<file path="src/stepper_wave_drive_sequencer_assert.svh">
// Assertion macros used by the sequencer core (swds_core).
// Each use expects clk and rst_n in scope.
`ifndef STEPPER_WAVE_DRIVE_SEQUENCER_ASSERT_SVH
`define STEPPER_WAVE_DRIVE_SEQUENCER_ASSERT_SVH

`ifndef SYNTHESIS

`define SWDS_ASSERT_ALWAYS(name, expr) \
    name: assert property (@(posedge clk) disable iff (!rst_n) (expr)) \
        else $error("swds: invariant violated");

`define SWDS_ASSERT_IMPL(name, ante, cons) \
    name: assert property (@(posedge clk) disable iff (!rst_n) (ante) |-> (cons)) \
        else $error("swds: implication violated");

`else

`define SWDS_ASSERT_ALWAYS(name, expr)

`define SWDS_ASSERT_IMPL(name, ante, cons)

`endif

`endif

</file>
<file path="src/swds_pkg.sv">
package swds_pkg;

    // Character codes and entry radix
    localparam logic [7:0] CHAR_CR    = 8'd13;
    localparam logic [7:0] CHAR_ZERO  = 8'd48;
    localparam logic [7:0] CHAR_NINE  = 8'd57;
    localparam logic [6:0] DIGIT_BASE = 7'd10;

    // Saturation limit of the entry byte count
    localparam logic [3:0] COUNT_MAX = 4'd15;

    // Item kinds on the input tuser bit
    localparam logic OP_BYTE = 1'b0;
    localparam logic OP_TICK = 1'b1;

    typedef enum logic [1:0] {
        MODE_ENTRY = 2'd0,
        MODE_FWD   = 2'd1,
        MODE_WAIT  = 2'd2,
        MODE_HOME  = 2'd3
    } mode_t;

    // One result item as produced by the sequencer core
    typedef struct packed {
        logic        entry_error;
        logic        busy_res;
        mode_t       mode;
        logic [7:0]  echo_byte;
        logic        echo_valid;
        logic [3:0]  coils;
    } swds_result_t;

endpackage

</file>
<file path="src/stepper_wave_drive_sequencer.sv">
// Path: an accepted item is held in the input register until the output register
// has room; the sequencer updates in one pass and the result lands in the output
// register. Throughput: one item per cycle unless a low m_axis_tready stalls it.
// Reset: asynchronous, active low; mode returns to entry, counts, target, phase
// and coils clear, and both pipeline registers empty.
module stepper_wave_drive_sequencer (
    input  logic        clk,
    input  logic        rst_n,
    input  logic        s_axis_tvalid,
    output logic        s_axis_tready,
    input  logic [7:0]  s_axis_tdata,   // [7:0] rx_byte
    input  logic        s_axis_tuser,   // [0] op
    output logic        m_axis_tvalid,
    input  logic        m_axis_tready,
    output logic [15:0] m_axis_tdata,   // [3:0] coils, [11:4] echo_byte, [13:12] mode,
                                        // [14] busy_res, [15] entry_error
    output logic        m_axis_tuser    // [0] echo_valid
);

    logic                   in_valid_reg;
    logic                   in_op_reg;
    logic [7:0]             in_byte_reg;
    logic                   out_valid_reg;
    swds_pkg::swds_result_t out_reg;
    swds_pkg::swds_result_t result;
    logic                   advance;
    logic                   in_take;

    // Move the held item into the output register when it has room
    assign advance       = in_valid_reg && (!out_valid_reg || m_axis_tready);
    assign s_axis_tready = !in_valid_reg || advance;
    assign in_take       = s_axis_tvalid && s_axis_tready;

    // Input register
    always_ff @(posedge clk or negedge rst_n)
    begin
        if (!rst_n)
            in_valid_reg <= 1'b0;
        else if (s_axis_tready)
            in_valid_reg <= s_axis_tvalid;
    end

    always_ff @(posedge clk)
    begin
        if (in_take)
        begin
            in_op_reg   <= s_axis_tuser;
            in_byte_reg <= s_axis_tdata;
        end
    end

    swds_core u_core (
        .clk     (clk),
        .rst_n   (rst_n),
        .step_en (advance),
        .op      (in_op_reg),
        .rx_byte (in_byte_reg),
        .result  (result)
    );

    // Output register
    always_ff @(posedge clk or negedge rst_n)
    begin
        if (!rst_n)
            out_valid_reg <= 1'b0;
        else if (advance)
            out_valid_reg <= 1'b1;
        else if (m_axis_tready)
            out_valid_reg <= 1'b0;
    end

    always_ff @(posedge clk)
    begin
        if (advance)
            out_reg <= result;
    end

    // Drive the result port
    assign m_axis_tvalid = out_valid_reg;
    assign m_axis_tuser  = out_reg.echo_valid;
    assign m_axis_tdata  = {out_reg.entry_error, out_reg.busy_res, out_reg.mode,
                            out_reg.echo_byte, out_reg.coils};

endmodule

</file>
<file path="src/swds_core.sv">
module swds_core (
    input  logic                  clk,
    input  logic                  rst_n,
    input  logic                  step_en,
    input  logic                  op,
    input  logic [7:0]            rx_byte,
    output swds_pkg::swds_result_t result
);

`include "stepper_wave_drive_sequencer_assert.svh"

    swds_pkg::mode_t mode_reg, mode_next;
    logic [7:0] digit_reg [2];
    logic [3:0] entry_count_reg, entry_count_next;
    logic [6:0] target_reg, target_next;
    logic [6:0] step_count_reg, step_count_next;
    logic [1:0] phase_reg, phase_next;
    logic [3:0] coil_reg, coil_next;
    logic       error_reg, error_next;
    logic       digit_we;
    logic       echo_valid;
    logic [7:0] echo_byte;
    logic       d0_ok, d1_ok;
    logic [3:0] d0_val, d1_val;
    logic [6:0] entry_target;
    logic       entry_ok;

    // Decode the kept digits into a target
    always_comb
    begin
        logic [7:0] diff0;
        logic [7:0] diff1;
        diff0 = digit_reg[0] - swds_pkg::CHAR_ZERO;
        diff1 = digit_reg[1] - swds_pkg::CHAR_ZERO;
        d0_ok  = digit_reg[0] inside {[swds_pkg::CHAR_ZERO:swds_pkg::CHAR_NINE]};
        d1_ok  = digit_reg[1] inside {[swds_pkg::CHAR_ZERO:swds_pkg::CHAR_NINE]};
        d0_val = diff0[3:0];
        d1_val = diff1[3:0];
        entry_ok     = 1'b0;
        entry_target = '0;
        if (entry_count_reg == 4'd1 && d0_ok)
        begin
            entry_ok     = 1'b1;
            entry_target = {3'b000, d0_val};
        end
        else if (entry_count_reg == 4'd2 && d0_ok && d1_ok)
        begin
            entry_ok     = 1'b1;
            entry_target = 7'({3'b000, d0_val} * swds_pkg::DIGIT_BASE) + {3'b000, d1_val};
        end
    end

    // Next state and result for the item at hand
    always_comb
    begin
        logic [6:0] sc;
        mode_next        = mode_reg;
        entry_count_next = entry_count_reg;
        target_next      = target_reg;
        step_count_next  = step_count_reg;
        phase_next       = phase_reg;
        coil_next        = coil_reg;
        error_next       = error_reg;
        digit_we         = 1'b0;
        echo_valid       = 1'b0;
        echo_byte        = '0;
        sc               = step_count_reg;
        if (op == swds_pkg::OP_BYTE)
        begin
            case (mode_reg)
                swds_pkg::MODE_ENTRY:
                begin
                    if (rx_byte == swds_pkg::CHAR_CR)
                    begin
                        target_next      = entry_target;
                        error_next       = !entry_ok;
                        entry_count_next = '0;
                        mode_next        = (step_count_reg >= entry_target) ?
                                           swds_pkg::MODE_WAIT : swds_pkg::MODE_FWD;
                    end
                    else
                    begin
                        echo_valid = 1'b1;
                        echo_byte  = rx_byte;
                        digit_we   = (entry_count_reg < 4'd2);
                        if (entry_count_reg < swds_pkg::COUNT_MAX)
                            entry_count_next = entry_count_reg + 4'd1;
                    end
                end
                swds_pkg::MODE_WAIT:
                begin
                    if (rx_byte == swds_pkg::CHAR_CR)
                    begin
                        phase_next = phase_reg + 2'd2;
                        mode_next  = (step_count_reg == '0) ?
                                     swds_pkg::MODE_ENTRY : swds_pkg::MODE_HOME;
                    end
                end
                default:
                begin
                end
            endcase
        end
        else
        begin
            case (mode_reg)
                swds_pkg::MODE_FWD:
                begin
                    coil_next       = 4'b0001 << phase_reg;
                    phase_next      = phase_reg + 2'd1;
                    sc              = step_count_reg + 7'd1;
                    step_count_next = sc;
                    if (sc >= target_reg)
                        mode_next = swds_pkg::MODE_WAIT;
                end
                swds_pkg::MODE_HOME:
                begin
                    coil_next  = 4'b0001 << phase_reg;
                    phase_next = phase_reg - 2'd1;
                    if (step_count_reg != '0)
                        sc = step_count_reg - 7'd1;
                    step_count_next = sc;
                    if (sc == '0)
                        mode_next = swds_pkg::MODE_ENTRY;
                end
                default:
                begin
                end
            endcase
        end
    end

    // Assemble the result from the updated state
    always_comb
    begin
        result.coils       = coil_next;
        result.echo_valid  = echo_valid;
        result.echo_byte   = echo_byte;
        result.mode        = mode_next;
        result.busy_res    = (mode_next == swds_pkg::MODE_FWD) ||
                             (mode_next == swds_pkg::MODE_HOME);
        result.entry_error = error_next;
    end

    // Hold control state, advance on each item
    always_ff @(posedge clk or negedge rst_n)
    begin
        if (!rst_n)
        begin
            mode_reg        <= swds_pkg::MODE_ENTRY;
            entry_count_reg <= '0;
            target_reg      <= '0;
            step_count_reg  <= '0;
            phase_reg       <= '0;
            coil_reg        <= '0;
            error_reg       <= 1'b0;
        end
        else if (step_en)
        begin
            mode_reg        <= mode_next;
            entry_count_reg <= entry_count_next;
            target_reg      <= target_next;
            step_count_reg  <= step_count_next;
            phase_reg       <= phase_next;
            coil_reg        <= coil_next;
            error_reg       <= error_next;
        end
    end

    // Keep the first two entry bytes
    always_ff @(posedge clk)
    begin
        if (step_en && digit_we)
            digit_reg[entry_count_reg[0]] <= rx_byte;
    end

    `SWDS_ASSERT_ALWAYS(a_coils_onehot0, $onehot0(coil_reg))
    `SWDS_ASSERT_IMPL(a_fwd_below_target, mode_reg == swds_pkg::MODE_FWD, step_count_reg < target_reg)
    `SWDS_ASSERT_IMPL(a_home_not_zero, mode_reg == swds_pkg::MODE_HOME, step_count_reg != '0)
    `SWDS_ASSERT_IMPL(a_entry_at_home, mode_reg == swds_pkg::MODE_ENTRY, step_count_reg == '0)

endmodule
</file>
<file path="config.mk">
export PLATFORM = sky130hd
export DESIGN_NAME = stepper_wave_drive_sequencer
export DESIGN_NICKNAME = d
export VERILOG_FILES = /design/src/swds_pkg.sv /design/src/stepper_wave_drive_sequencer.sv /design/src/swds_core.sv
export VERILOG_INCLUDE_DIRS = /design/src /design/src/src
export SDC_FILE = /design/constraint.sdc
export NUM_CORES = 1
export LEC_CHECK = 0
export BUFFER_PORTS_ARGS = -buffer_cell sky130_fd_sc_hd__buf_2
export CORE_MARGIN = 4
export CORE_UTILIZATION = 40
export DETAILED_ROUTE_END_ITERATION = 7
export GPL_TIMING_DRIVEN = 1
export PLACE_DENSITY = 0.64
export SYNTH_ARGS = -nofsm -noshare
export SYNTH_HDL_FRONTEND = slang
export SYNTH_SLANG_ARGS = --single-unit
</file>
<file path="constraint.sdc">
create_clock -name clk -period 3.7 [get_ports clk]
set_clock_uncertainty 0.2 [all_clocks]
set_input_delay 0.555 -clock clk [delete_from_list [all_inputs] [get_ports clk]]
set_output_delay 0.555 -clock clk [all_outputs]
set_load 0.05 [all_outputs]
</file>
==> results.cfg <==
[outcome]
status = complete, no violations

[global_route]
grt_overflow = 0
grt_use_met2 = 0.242
grt_pass1_wl_um = 13700
grt_usage = 0.154
antenna_found_initial = 0
use_met1 = 0.206
met3_usage = 0.0252
grt_max_degree = 30
grt-busiest-layer = met2
grt_pass1_vias = 2784

[worst_hold_path]
worstHoldPathType = in2async

[floorplanning]
io_pins = 32
dieWidth_um = 108
rows = 36
die-height_um = 108
die-area_sq_um = 11600
core_area_sq_um = 9730
initial_core_util = 0.408

[cells_and_area]
syn2layout_area_growth_pct = 11.7
antenna_cells = 0
drive_gt1_frac = 0.181
final_nets = 440
final_cell_area_sq_um = 4430

[logic_synthesis]
yosys.area.top_type = edfxtp_1
synth_cell_types = 62
seq_area_frac_synth = 0.500
netlist_top_cells_count = 42 x edfxtp_1, 31 x o21ai_0, 30 x nand2_1, 29 x dfrtp_1, 26 x ha_1
synth_edf_count = 42
synthTopCellsByArea = edfxtp_1 32%, dfrtp_1 18%, ha_1 8.2%, o21ai_0 3.9%, xnor2_1 2.9%
postSynth.asyncResetShare = 0.408
ys_ff_latch = 71
yosys_warnings = 0
avgSynthCellArea_sq_um = 10.9
synth_top_area_share = 0.318
syn_inst = 365
synth_most_common_cell = edfxtp_1
synth_flop_cell = edfxtp_1
syn_nets = 406
syn_area_sq_um = 3970

[place]
place_congestion = 0.883
postPlaceCellArea_sq_um = 4210
dp_hpwl_um = 6040
port_buffers = 31

[clock_tree]
cts_tree = done
clockBufferDepth = 2
root_buffer = clkbuf_8
path_clk_slew_ns = 0.08
numCtsBuffers = 9
insertion_delay_ns = 0.37
htree_num_levels = 3
cts.sinks = 71

[power]
p_per_area_nw_per_um2 = 681
vdd_ir_drop_max_mv = 0.320
p_total_uw = 3020
total_leakage_power_uw = 0.00171

[route]
drt_iter0_drc = 141
detail-route-antenna-nets = 0
drc = 0
drt-wirelength-per-cell_um = 15.4
routed_wl_um = 8290
num_vias = 2843
avgViaCountPerCell = 5.29
dr.pass1.iters = 4

[setup_path]
cpPeakStageDelay_ns = 0.56
critPathMaxFanout = 4
worstPathArrival_ns = 3.43
slowest_stage = fa_1
worstPathCellList = ha_1 -> ha_1 -> fa_1 -> nand2_1 -> nor2_1 -> xnor2_1 -> nand2_1 -> ha_1 -> o21ai_0 -> o21ai_0 -> a21oi_1 -> nor2_1 -> o311ai_1
critPathCaptureType = register
crit_family = adder cells
critPathLaunchType = register
critical_path_class = reg2reg
path_buf_inv = 0
cpMostUsedCell = ha_1
worstPathRequired_ns = 3.67

[timing]
rsz0062_at_grt = no
max_freq_mhz = 289
relSlewSlack = 0.541
drv_slew = 0
finalCritPeriodShare = 0.936
tightest_slew_ns = 0.689
hold_ws_ns = 0.0238
setup_tns_ns = 0
setup_violations = 0
hold_viol = 0
min_period_ns = 3.46

[flow_run]
max_cap_viol_count = 0
[power breakdown]
| group | internal, uW | switching [uW] |
|---|---|---|
| logic | 442 | 743 |
| registers | 1000 | 202 |
| clock network | 315 | 315 |
| total | 1760 | 1260 |
[per-stage QoR]
stage	cells	worst slack, ns	util
3_5_place_dp	518	0.166	0.433
6_report	537	0.237	0.456
4_1_cts	534	0.155	0.453
5_1_grt	537	0.00149	0.456
2_1_floorplan	365	0.531	-
3_3_place_gp	518	0.410	0.433
[final timing paths]
check / start / end / slack (ns) / depth (start not counted)
min in group clk: s_axis_tdata[2] / in_byte_reg[2]$_DFFE_PP_ / 0.16 / 1
min: rst_n / u_core.step_count_reg[4]$_DFFE_PN0P_ / 0.02 / 1
max: u_core.digit_reg[0][1]$_DFFE_PP_ / m_axis_tdata[12]$_DFFE_PP_ / 0.24 / 13
max reg2reg: u_core.digit_reg[0][1]$_DFFE_PP_ / m_axis_tdata[12]$_DFFE_PP_ / 0.24 / 13
min reg2reg: u_core.target_reg[1]$_DFFE_PN0P_ / u_core.target_reg[1]$_DFFE_PN0P_ / 0.29 / 2
max in group asynchronous: rst_n / u_core.entry_count_reg[3]$_DFFE_PN0P_ / 2.83 / 1
[cell families after synthesis]
logic type / share of synthesized area
mux: 0.00851
flops: 0.500
compound gates: 0.149
buf+inv: 0.0473
xor+xnor: 0.0331
simple gates: 0.170
fa+ha+maj: 0.0920
[per-layer routing]
layer | vias to the layer above | part of all wire | wire length [um]
li1 | 1419 | - | -
met1 | 1357 | 0.47 | 3930
met2 | 50 | 0.47 | 3910
met3 | 17 | 0.029 | 237
met4 | 0 | 0.025 | 208
met5 | - | 0 | 0
[layout by cell type (no fill, tap or decap), types with 3 or more instances in the layout]
master      count
inv_1          21
ha_1           26
and3_1          7
o21ai_0        31
and2_1          7
nand4_1         7
clkinvlp_4      3
nor3_1         12
nand2_1        30
nor2_1         22
a22oi_1         3
mux2_2          3
clkbuf_8        9
o211ai_1        3
a21oi_1        18
buf_4           7
o31ai_1         4
buf_2          31
edfxtp_1       42
nand3_1        11
nand2b_1        8
a211oi_1        4
xnor2_1        13
dfrtp_1        29
[timing repair]
| action | in CTS | in global routing |
|---|---|---|
| resized for setup | 0 | 2 |
| hold buffers | 0 | 0 |
| buffers inserted | 0 | 3 |
| hold endpoints to repair | 0 | 0 |
| endpoints found under the setup margin | 0 | 2 |
[area by class of cell]
| type | count | area (sq um) |
|---|---|---|
| clock inverter | 6 | 70.1 |
| multi-input combinational | 258 | 1800 |
| clock buffer | 10 | 128 |
| fill | 934 | 5300 |
| tap | 133 | 166 |
| sequential | 71 | 1990 |
| timing repair buffer | 38 | 208 |
| inverter | 21 | 78.8 |
(Power assumes the default switching activity.)
